===== config.mk =====
export PLATFORM = sky130hd
export DESIGN_NAME = arfe_blend
export DESIGN_NICKNAME = d
export VERILOG_FILES = /design/src/design/arfe_pkg.sv /design/src/design/arfe_blend.sv
export SDC_FILE = /design/constraint.sdc
export NUM_CORES = 1
export LEC_CHECK = 0
export BUFFER_PORTS_ARGS = -buffer_cell sky130_fd_sc_hd__buf_2
export CAP_MARGIN = 20
export CELL_PAD_IN_SITES_DETAIL_PLACEMENT = 1
export CELL_PAD_IN_SITES_GLOBAL_PLACEMENT = 1
export CORE_MARGIN = 2
export CORE_UTILIZATION = 35
export DETAILED_ROUTE_END_ITERATION = 8
export GPL_TIMING_DRIVEN = 0
export PLACE_DENSITY_LB_ADDON = 0.1
export SYNTH_ARGS = -nofsm -noshare
export SYNTH_HDL_FRONTEND = slang
export SYNTH_SLANG_ARGS = --single-unit

===== constraint.sdc =====
create_clock -name vclk -period 13.1
set_clock_uncertainty 0.05 [all_clocks]
set_input_delay 2.62 -clock vclk [all_inputs]
set_output_delay 2.62 -clock vclk [all_outputs]
set_load 0.02 [all_outputs]

===== src/design/arfe_pkg.sv =====
// Package for the alpha blended rectangle fill engine: field widths,
// command, status and register codes. No dependencies.
package arfe_pkg;

	// Framebuffer size defaults
	localparam int FB_WIDTH_DEF  = 1024;
	localparam int FB_HEIGHT_DEF = 768;

	// Field widths
	localparam int FUNC_W   = 2;
	localparam int XPOS_W   = 10;
	localparam int YPOS_W   = 10;
	localparam int RW_W     = 11;
	localparam int RH_W     = 10;
	localparam int STATUS_W = 2;
	localparam int COUNT_W  = 20;
	localparam int PIX_W    = 24;
	localparam int CHAN_W   = 8;
	localparam int CFG_IDX_W = 2;

	// Coordinate width for sums and bound checks (frame sides up to 8191)
	localparam int COORD_W = 13;

	// Command codes
	localparam logic [FUNC_W-1:0] FN_FILL    = 2'd0;
	localparam logic [FUNC_W-1:0] FN_OUTLINE = 2'd1;
	localparam logic [FUNC_W-1:0] FN_READ    = 2'd2;

	// Result status codes
	localparam logic [STATUS_W-1:0] ST_DONE   = 2'd0;
	localparam logic [STATUS_W-1:0] ST_SKIP   = 2'd1;
	localparam logic [STATUS_W-1:0] ST_REJECT = 2'd2;

	// Register indexes
	localparam logic [CFG_IDX_W-1:0] CFG_RED   = 2'd0;
	localparam logic [CFG_IDX_W-1:0] CFG_GREEN = 2'd1;
	localparam logic [CFG_IDX_W-1:0] CFG_BLUE  = 2'd2;
	localparam logic [CFG_IDX_W-1:0] CFG_ALPHA = 2'd3;

endpackage


===== src/design/arfe_blend.sv =====
// Shared channel arithmetic: per channel (src*factor)>>8 + addend.
// Depends on arfe_pkg. Used both to premultiply the colour and to blend pixels.
module arfe_blend (
	input  logic [arfe_pkg::PIX_W-1:0]  src,
	input  logic [arfe_pkg::CHAN_W-1:0] factor,
	input  logic [arfe_pkg::PIX_W-1:0]  addend,
	output logic [arfe_pkg::PIX_W-1:0]  result
);
	import arfe_pkg::*;

	// Three independent 8x8 products, scaled and offset
	always_comb begin
		logic [2*CHAN_W-1:0] prod;
		for (int c = 0; c < 3; c++) begin
			prod = src[c*CHAN_W +: CHAN_W] * factor;
			result[c*CHAN_W +: CHAN_W] = prod[2*CHAN_W-1:CHAN_W] + addend[c*CHAN_W +: CHAN_W];
		end
	end

endmodule


==> impl_metrics.json <==
{
  "drcViolationCount": 0,
  "yosysSeqAreaShare": 0,
  "first_global_vias": 5940,
  "drive_above_1_share": 0.109,
  "finalNonFillerCells": 1069,
  "outcome": "finished, final reports clean",
  "io_buffers": 80,
  "ant_nets": 0,
  "viasPerCell": 4.93,
  "min_path_type": "primary input to output port",
  "avgRoutedWirePerCell_um": 15.8,
  "drt_wl_total_um": 16900,
  "end_kind": "output port",
  "setup-tns-final_ns": 0,
  "synth_cells": 755,
  "clock_buffer_count": 0,
  "dr.first_iter.drc_count": 72,
  "ys_warn_count": 0,
  "io_pins": 80,
  "slew_headroom": 0.549,
  "power_density_mw_per_mm2": 208,
  "grt_pass1_wl_um": 28700,
  "placed_area_mm2": 0.00727,
  "num_antenna_cells": 0,
  "fin_crit_ns": 11.07,
  "synth_fp_nets": 1039,
  "tightest_slew_ns": 0.676,
  "die-area_mm2": 0.0199,
  "netlist_area_mm2": 0.00657,
  "seq_cells": 0,
  "place_congestion": 0.805,
  "dpl.cell_count": 1069,
  "p_leak_nw": 3.85,
  "endpoint": "result[7]",
  "die_h_um": 141,
  "row_count": 50,
  "final_nets": 1121,
  "drt-pass1-iter-count": 6,
  "synth_top_family_by_area": "adder cells",
  "synthAdderAreaFrac": 0.557,
  "worstSetupStartpoint": "factor[5]",
  "hpwl_um": 14700,
  "cts_resized": 0,
  "vias": 5275,
  "path_class": "primary input to output port",
  "die_w_um": 141,
  "cp_max_fo": 10,
  "synth_mux_area_frac": 0,
  "finalCritPeriodShare": 0.845,
  "final_max_slew_viol_count": 0,
  "rsz0062_at_grt": "false",
  "final_hold_viol_count": 0,
  "synth_compound_area_frac": 0.0746,
  "regArea_um2": 0,
  "fin_hold_ws_ns": 5.53,
  "grt_max_degree": 11,
  "fp.coreArea_mm2": 0.0186,
  "syn_area_per_cell_um2": 8.71,
  "synth-xor-area-share": 0.0560,
  "setup_viol": 0,
  "ir_drop_uv": 198,
  "worstPathRequired_ns": 10.43,
  "antenna_found_initial": 0,
  "critPathLaunchType": "primary input",
  "grt_usage": 0.176,
  "grt.overflow.total": 0,
  "start_util": 0.354,
  "synth_cell_type_count": 43,
  "post-route-util": 0.391,
  "area_growth_pct": 10.5,
  "maxCapViolCount": 0,
  "synth_simple_gate_area_frac": 0.224,
  "cts_hold_buf": 0,
  "final_common_cell": "and2_1",
  "postLayoutCellArea_mm2": 0.00727,
  "post_cts_buffers": 0,
  "crit_arrival_ns": 8.40,
  "final_cell_mix": "and2_1 (147), inv_1 (138), ha_1 (120), fa_1 (108), buf_2 (81)",
  "max_freq_mhz": 90.3
}
metrics by stage:
stage	power, W	setup WS (ns)
floorplan	0.00115	2.90
global placement	0.00149	2.07
detailed placement	0.00154	1.89
CTS	0.00155	1.89
global route	0.00171	1.57
finish	0.00151	2.03
cell usage after synthesis, types with 4 or more instances:
cell      instances  area (um2)
a21oi_1          14        70.1
clkbuf_1         15        56.3
a31oi_1           4        25.0
xnor2_1          35         307
a21o_1           13        97.6
nor2b_1           8        50.1
nor2_1           27         101
a21boi_0          4        30.0
and2_1          147         920
nand3_1           7        35.0
o21ai_0          10        50.1
ha_1            120        1500
xor2_1            7        61.3
nor3_1            7        35.0
o21a_1            6        45.0
fa_1            108        2160
nand2_1          51         191
inv_1           138         518
area by class of cell:
type / count / area [um2]
Buffer: 16 / 61.3
Fill cell: 2225 / 11300
Timing Repair Buffer: 80 / 400
Tap cell: 234 / 293
Multi-Input combinational cell: 601 / 5990
Inverter: 138 / 518
report_power, final:
part	total [W]	switching (W)	internal (W)
clock network	0	0	0
registers	0	0	0
logic	0.00151	0.000879	0.000630
cell families (layout without fill, tap and decap cells):
logic type / after synthesis / after routing
XOR/XNOR: 42 / 42
adder cells (fa/ha/maj): 228 / 228
AO/OA/AOI/OAI: 68 / 68
AND/OR/NAND/NOR: 263 / 263
buffers and inverters: 154 / 234
worst min-delay path by stage:
| stage | from | to | slack (ns) | depth (start not counted) |
|---|---|---|---|---|
| 2_1_floorplan | addend[0] | result[0] | 5.40 | 1 |
| 3_3_place_gp | addend[8] | result[8] | 5.53 | 3 |
| 3_5_place_dp | addend[8] | result[8] | 5.53 | 3 |
| 4_1_cts | addend[8] | result[8] | 5.53 | 3 |
| 5_1_grt | addend[16] | result[16] | 5.55 | 3 |
| 6_report | addend[8] | result[8] | 5.53 | 3 |
per-layer routing:
layer,up-vias,GRT usage,share of wire,wire [um]
met5,-,0,0,0
met3,7,0.00510,0.016,268
met4,0,0.0111,0.0060,102
met2,64,0.342,0.54,9070
met1,2683,0.227,0.44,7430
li1,2521,-,-,-
worst max-delay path: stages:
cell and delay (ns):
buf_2 0.18, clkbuf_1 0.55, nand2_1 0.15, fa_1 0.49, fa_1 0.55, inv_1 0.06
fa_1 0.52, inv_1 0.05, fa_1 0.53, inv_1 0.04, ha_1 0.28, o21a_1 0.15
a31oi_1 0.34, nor2b_1 0.09, nor2_1 0.12, xnor2_1 0.15, ha_1 0.30, a21oi_2 0.20
o21ai_1 0.12, o41ai_1 0.38, xnor2_1 0.19, xnor2_1 0.14, buf_2 0.19
(Power assumes the default switching activity.)
